[src/hw/rtl/cpa_pkg.sv]
package cpa_pkg;

   // store geometry and the usable id window
   localparam int ID_W        = 6;
   localparam int DEPTH       = 1 << ID_W;
   localparam int COLOR_W     = 8;
   localparam int KEY_W       = 2 * COLOR_W;
   localparam int FIRST_ID    = 16;
   localparam int ID_LIMIT    = 64;
   localparam int USABLE_END  = (ID_LIMIT > DEPTH) ? DEPTH : ID_LIMIT;
   localparam bit RANGE_EMPTY = (FIRST_ID >= USABLE_END);
   localparam int LAST_ID     = RANGE_EMPTY ? FIRST_ID : USABLE_END - 1;

   typedef enum logic [1:0] {
      KIND_ALLOC = 2'd0,
      KIND_FREE  = 2'd1,
      KIND_QUERY = 2'd2,
      KIND_CLEAR = 2'd3
   } kind_type;

   typedef enum logic [1:0] {
      ST_OK    = 2'd0,
      ST_FULL  = 2'd1,
      ST_BADID = 2'd2
   } status_type;

endpackage

[src/hw/rtl/color_pair_id_allocator.sv]
// Colour pair id allocator. A request is taken when start is high and busy is
// low, and every request gives exactly one result: rsp_valid is high for one
// cycle with rsp_result_id, rsp_result_color and rsp_status, and the receiver
// must take it then, since the block cannot hold it. Free, clear and a query
// for an unusable or unused id answer on the cycle after the request; a valid
// query answers by way of S_QWAIT. An allocate walks the pair store one entry
// a cycle through its single read port over the ids FIRST_ID up to the usable
// end (16 to 63 by default), then S_LAST and S_DECIDE; busy stays high meanwhile.
// The in-use flags are cleared by reset at once; no clearing pass is needed.
module color_pair_id_allocator
   import cpa_pkg::*;
(
   input  logic               clock,
   input  logic               reset,
   input  logic               start,
   output logic               busy,
   input  logic [1:0]         req_kind,
   input  logic [COLOR_W-1:0] req_fore_color,
   input  logic [COLOR_W-1:0] req_back_color,
   input  logic [ID_W-1:0]    req_pair_id,
   output logic               rsp_valid,
   output logic [ID_W-1:0]    rsp_result_id,
   output logic [COLOR_W-1:0] rsp_result_color,
   output logic [1:0]         rsp_status
);

   typedef enum logic [2:0] {
      S_IDLE,
      S_SCAN,
      S_LAST,
      S_DECIDE,
      S_QWAIT
   } state_type;

   state_type          state_ff, state_in;
   logic [DEPTH-1:0]   in_use_ff, in_use_in;
   logic [KEY_W-1:0]   key_ff, key_in;
   logic [ID_W-1:0]    scan_idx_ff, scan_idx_in;
   logic               match_found_ff, match_found_in;
   logic [ID_W-1:0]    match_id_ff, match_id_in;
   logic               free_found_ff, free_found_in;
   logic [ID_W-1:0]    free_id_ff, free_id_in;
   logic               rd_vld_ff, rd_vld_in;
   logic [ID_W-1:0]    rd_idx_ff, rd_idx_in;
   logic               rsp_valid_ff, rsp_valid_in;
   logic [ID_W-1:0]    rsp_id_ff, rsp_id_in;
   logic [COLOR_W-1:0] rsp_color_ff, rsp_color_in;
   status_type         rsp_status_ff, rsp_status_in;

   // pair store: one read and one write port
   logic [KEY_W-1:0]   pair_mem [DEPTH];
   logic [KEY_W-1:0]   rd_data_ff;
   logic [ID_W-1:0]    rd_addr;
   logic               wr_en;

   logic               accept;
   logic               req_usable;

   assign accept     = start && (state_ff == S_IDLE);
   assign req_usable = (int'(req_pair_id) >= FIRST_ID) && (int'(req_pair_id) < USABLE_END);
   assign rd_addr    = (state_ff == S_IDLE) ? req_pair_id : scan_idx_ff;
   assign wr_en      = (state_ff == S_DECIDE) && !match_found_ff && free_found_ff;

   always_ff @(posedge clock) begin
      if (wr_en) begin
         pair_mem[free_id_ff] <= key_ff;
      end
      rd_data_ff <= pair_mem[rd_addr];
   end

   // sequencer: next state, flags and result
   always_comb begin
      state_in       = state_ff;
      in_use_in      = in_use_ff;
      key_in         = key_ff;
      scan_idx_in    = scan_idx_ff;
      match_found_in = match_found_ff;
      match_id_in    = match_id_ff;
      free_found_in  = free_found_ff;
      free_id_in     = free_id_ff;
      rd_vld_in      = 1'b0;
      rd_idx_in      = scan_idx_ff;
      rsp_valid_in   = 1'b0;
      rsp_id_in      = '0;
      rsp_color_in   = '0;
      rsp_status_in  = ST_OK;

      // compare the entry read last cycle against the key
      if (rd_vld_ff && in_use_ff[rd_idx_ff] && (rd_data_ff == key_ff) && !match_found_ff) begin
         match_found_in = 1'b1;
         match_id_in    = rd_idx_ff;
      end

      case (state_ff)
         S_IDLE: begin
            if (accept) begin
               case (kind_type'(req_kind))
                  KIND_ALLOC: begin
                     key_in         = {req_fore_color, req_back_color};
                     match_found_in = 1'b0;
                     free_found_in  = 1'b0;
                     if (RANGE_EMPTY) begin
                        rsp_valid_in  = 1'b1;
                        rsp_status_in = ST_FULL;
                     end else begin
                        scan_idx_in = ID_W'(FIRST_ID);
                        state_in    = S_SCAN;
                     end
                  end
                  KIND_FREE: begin
                     rsp_valid_in = 1'b1;
                     if ((req_pair_id != '0) && req_usable && in_use_ff[req_pair_id]) begin
                        in_use_in[req_pair_id] = 1'b0;
                     end else begin
                        rsp_status_in = ST_BADID;
                     end
                  end
                  KIND_QUERY: begin
                     if (req_usable && in_use_ff[req_pair_id]) begin
                        state_in = S_QWAIT;
                     end else begin
                        rsp_valid_in  = 1'b1;
                        rsp_status_in = ST_BADID;
                     end
                  end
                  KIND_CLEAR: begin
                     in_use_in    = '0;
                     rsp_valid_in = 1'b1;
                  end
                  default: begin
                     rsp_valid_in = 1'b1;
                  end
               endcase
            end
         end
         S_SCAN: begin
            // issue one read a cycle; note the lowest free id on the way
            rd_vld_in = 1'b1;
            rd_idx_in = scan_idx_ff;
            if (!in_use_ff[scan_idx_ff] && !free_found_ff) begin
               free_found_in = 1'b1;
               free_id_in    = scan_idx_ff;
            end
            if (scan_idx_ff == ID_W'(LAST_ID)) begin
               state_in = S_LAST;
            end else begin
               scan_idx_in = scan_idx_ff + 1'b1;
            end
         end
         S_LAST: begin
            state_in = S_DECIDE;
         end
         S_DECIDE: begin
            rsp_valid_in = 1'b1;
            state_in     = S_IDLE;
            if (match_found_ff) begin
               rsp_id_in = match_id_ff;
            end else if (free_found_ff) begin
               in_use_in[free_id_ff] = 1'b1;
               rsp_id_in             = free_id_ff;
            end else begin
               rsp_status_in = ST_FULL;
            end
         end
         S_QWAIT: begin
            rsp_valid_in = 1'b1;
            rsp_color_in = rd_data_ff[COLOR_W-1:0];
            state_in     = S_IDLE;
         end
         default: begin
            state_in = S_IDLE;
         end
      endcase
   end

   // hold state, flags and the registered result
   always_ff @(posedge clock) begin
      if (reset) begin
         state_ff       <= S_IDLE;
         in_use_ff      <= '0;
         match_found_ff <= 1'b0;
         free_found_ff  <= 1'b0;
         rd_vld_ff      <= 1'b0;
         rsp_valid_ff   <= 1'b0;
      end else begin
         state_ff       <= state_in;
         in_use_ff      <= in_use_in;
         match_found_ff <= match_found_in;
         free_found_ff  <= free_found_in;
         rd_vld_ff      <= rd_vld_in;
         rsp_valid_ff   <= rsp_valid_in;
      end
      key_ff        <= key_in;
      scan_idx_ff   <= scan_idx_in;
      match_id_ff   <= match_id_in;
      free_id_ff    <= free_id_in;
      rd_idx_ff     <= rd_idx_in;
      rsp_id_ff     <= rsp_id_in;
      rsp_color_ff  <= rsp_color_in;
      rsp_status_ff <= rsp_status_in;
   end

   assign busy             = (state_ff != S_IDLE);
   assign rsp_valid        = rsp_valid_ff;
   assign rsp_result_id    = rsp_id_ff;
   assign rsp_result_color = rsp_color_ff;
   assign rsp_status       = rsp_status_ff;

endmodule

[config.mk]
export PLATFORM = sky130hd
export DESIGN_NAME = color_pair_id_allocator
export DESIGN_NICKNAME = d
export VERILOG_FILES = /design/src/hw/rtl/cpa_pkg.sv /design/src/hw/rtl/color_pair_id_allocator.sv
export SDC_FILE = /design/constraint.sdc
export NUM_CORES = 2
export LEC_CHECK = 0
export ABC_AREA = 0
export BUFFER_PORTS_ARGS = -buffer_cell sky130_fd_sc_hd__buf_2
export CORE_MARGIN = 4
export CORE_UTILIZATION = 55
export DETAILED_ROUTE_END_ITERATION = 8
export PLACE_DENSITY = 0.76
export RECOVER_POWER = 50
export REMOVE_ABC_BUFFERS = 1
export SKIP_CTS_REPAIR_TIMING = 1
export SLEW_MARGIN = 20
export SYNTH_ARGS = -nofsm -noshare
export SYNTH_HDL_FRONTEND = slang
export SYNTH_SLANG_ARGS = --single-unit
[constraint.sdc]
create_clock -name clock -period 3.7 [get_ports clock]
set_input_delay 1.11 -clock clock [delete_from_list [all_inputs] [get_ports clock]]
set_output_delay 1.11 -clock clock [all_outputs]
set_load 0.005 [all_outputs]
==> flow_summary.json <==
{
  "violations": "capacitance limit, slew limit",
  "drc_errors": 0,
  "grt.total_usage": 0.285,
  "die_area_sq_mm": 0.0902,
  "via_per_inst": 6.65,
  "worst_pin_slew_ns": 2.78,
  "ant_nets": 0,
  "powerDensity_mw_per_mm2": 601,
  "p_sw_frac": 0.272,
  "postSynthCellCount": 2905,
  "path_cells": "clkbuf_1 > o31ai_4 > and2_4 > buf_4 > mux4_2 > a22o_1 > a31oi_2 > nand4_1",
  "fin_cells": 4389,
  "cts_root_buffer": "clkbuf_16",
  "hold_viol": 0,
  "crit_slowest_cell": "mux4_2",
  "p_switching_mw": 8.83,
  "num_rows": 106,
  "synthTopCellsByArea": "edfxtp_1 (68%), mux4_2 (7.3%), dfxtp_1 (4.6%)",
  "synth_warnings": 0,
  "ys.flop_type": "edfxtp_1",
  "clkTransAtPathRegs_ns": 0.07,
  "insertion_delay_ns": 0.69,
  "synth_edf_count": 1058,
  "synthXorXnorAreaFrac": 0.00373,
  "wl_per_cell_um": 29.4,
  "place_hpwl_um": 79300,
  "vdd_ir_drop_max_uv": 363,
  "min_period_ns": 3.49,
  "port_buffers": 44,
  "maxCapViolations": 13,
  "final.setup.tns_ns": 0,
  "finalMaxSlewViolations": 777,
  "ys_ff_latch": 1167,
  "rsz0062_at_grt": "no",
  "antenna_found_initial": 4,
  "dp_slack_ns": -0.575,
  "cp.arrival_ns": 4.04,
  "dp_cells": 4180,
  "crit_required_ns": 4.25,
  "endpoint_kind": "flop",
  "cts_tree": "done",
  "fp.dieH_um": 300,
  "yosysTopAreaCell": "edfxtp_1",
  "synthMuxAreaShare": 0.0996,
  "setup_ws_ns": 0.209,
  "start_util": 0.558,
  "syn_area_sq_mm": 0.0470,
  "internal-power_mw": 23.6,
  "place.gp.congestion": 0.963,
  "ff2ff_setup_slack_ns": 0.21,
  "yosys-top-cells-count": "edfxtp_1 (1058), nand2_1 (256), nor2_1 (160)",
  "io_pins": 45,
  "slew_headroom": -0.851,
  "vias": 29200,
  "synth.most_common_cell": "edfxtp_1",
  "clock_skew_ns": 0.0265,
  "clock_power_share": 0.348,
  "totalWireLength_um": 129000,
  "synthAdderAreaFrac": 0.00133,
  "syn-mean-instance-area_sq_um": 16.2,
  "min_period_over_period": 0.943,
  "synth.distinct_cells": 59,
  "synth_top_family_by_area": "multiplexers",
  "seqPwrFrac": 0.455,
  "dpl_cell_area_sq_mm": 0.0504,
  "grt_max_degree": 87,
  "die_x_um": 300,
  "clock_sinks": 1167,
  "cp_top_family": "compound AO/OA/AOI/OAI gates",
  "n_fill_cell": 5603,
  "worstPathMaxFanout": 20,
  "ys_async_sr_fraction": 0,
  "worst-path-buf-inv": 2,
  "p_leak_nw": 17.8,
  "nets": 3189,
  "synth_compound_area_frac": 0.0848,
  "grt_overflow_total": 0,
  "max_stage_delay_ns": 0.55,
  "fp.coreArea_sq_mm": 0.0842,
  "clk_path_buf_depth": 3,
  "final_design_area_no_fill_sq_mm": 0.0540,
  "drive_above_1_share": 0.211,
  "grt_pass1_wl_um": 190000,
  "ys_seq_area_frac": 0.723,
  "fmax_mhz": 286,
  "p_comb_frac": 0.197,
  "power_mw": 32.4,
  "synthToLayoutAreaGrowth_pct": 14.9,
  "cp-start-kind": "flop",
  "synthSimpleGateAreaFrac": 0.0635,
  "status": "finished, violations left",
  "cts_buffers": 109,
  "critPathKind": "flop to flop",
  "drtPass1Iterations": 8,
  "hp-class": "flop to flop",
  "grt_pass1_vias": 28700,
  "htreeDepth": 3,
  "drt_iter0_markers": 4563,
  "yosysTopAreaCellShare": 0.676,
  "setup_violations": 0
}
per-stage QoR:
step,hold WS (ns),utilization
final,0.459,0.641
after global routing,0.480,0.641
after CTS,0.457,0.642
after detailed placement,0.442,0.599
after global placement,0.441,0.599
after floorplan,0.432,-
final timing paths:
kind                       from             to  cells past startpoint
setup / recovery    state_ff[2]  rd_data_ff[2]                      8
hold reg to reg   in_use_ff[11]  in_use_ff[11]                      2
setup reg to reg    state_ff[2]  rd_data_ff[2]                      8
hold / removal    in_use_ff[11]  in_use_ff[11]                      2
layout make-up:
class	instances	area [sq um]	area share
sequential	1167	34000	0.629
multi-input combinational	1486	12000	0.222
clock inverter	56	558	0.0103
antenna	1	2.50	0.0000464
timing repair buffer	343	2820	0.0522
inverter	50	188	0.00348
tap	1134	1420	0.0263
clock buffer	152	3060	0.0568
routing by layer:
layer | GRT usage | share of wire | vias up
li1 | - | - | 12100
met5 | 0 | 0.000078 | -
met4 | 0.126 | 0.049 | 2
met3 | 0.0568 | 0.12 | 326
met1 | 0.394 | 0.37 | 14600
met2 | 0.445 | 0.47 | 2126
kinds of logic (layout without fill, tap and decap cells):
logic type,count (synthesis),in the layout
multiplexers,275,275
other,0,1
buffers and inverters,252,601
AO/OA/AOI/OAI,544,544
AND/OR/NAND/NOR,642,642
flip-flops,1167,1167
XOR/XNOR,20,20
adder cells (fa/ha/maj),5,5
registers in the layout (all words and copies together) (netlist names):
register,count
pair_mem,1024
in_use_ff,64
key_ff,16
rd_data_ff,16
rsp_result_color,8
free_id_ff,6
match_id_ff,6
rd_idx_ff,6
rd_idx_in,6
rsp_result_id,6
state_ff,3
rsp_status,2
free_found_ff,1
match_found_ff,1
rd_vld_ff,1
rsp_valid,1
tightest hold or removal path, stage by stage (launching register included):
cell,delay [ns]
dfxtp_1,0.32
inv_1,0.05
a21oi_1,0.05
cells in the final DEF, fill, tap and decap left out, types with 82 or more instances in the layout:
cell type,count
edfxtp_1,1058
nand2_1,254
buf_4,241
nor2_1,155
mux4_2,153
mux2i_1,113
clkbuf_16,112
dfxtp_1,109
a211oi_1,102
and3_1,82
power groups by stage:
stage / clock network (mW) / registers [mW] / logic (mW)
final: 11.3 / 14.8 / 6.39
after global routing: 11.9 / 14.7 / 6.69
after CTS: 11.4 / 14.7 / 6.30
after detailed placement: 0 / 15.0 / 6.22
after global placement: 0 / 15.0 / 6.08
after floorplan: 0 / 15.0 / 4.00
(Power assumes the default switching activity.)
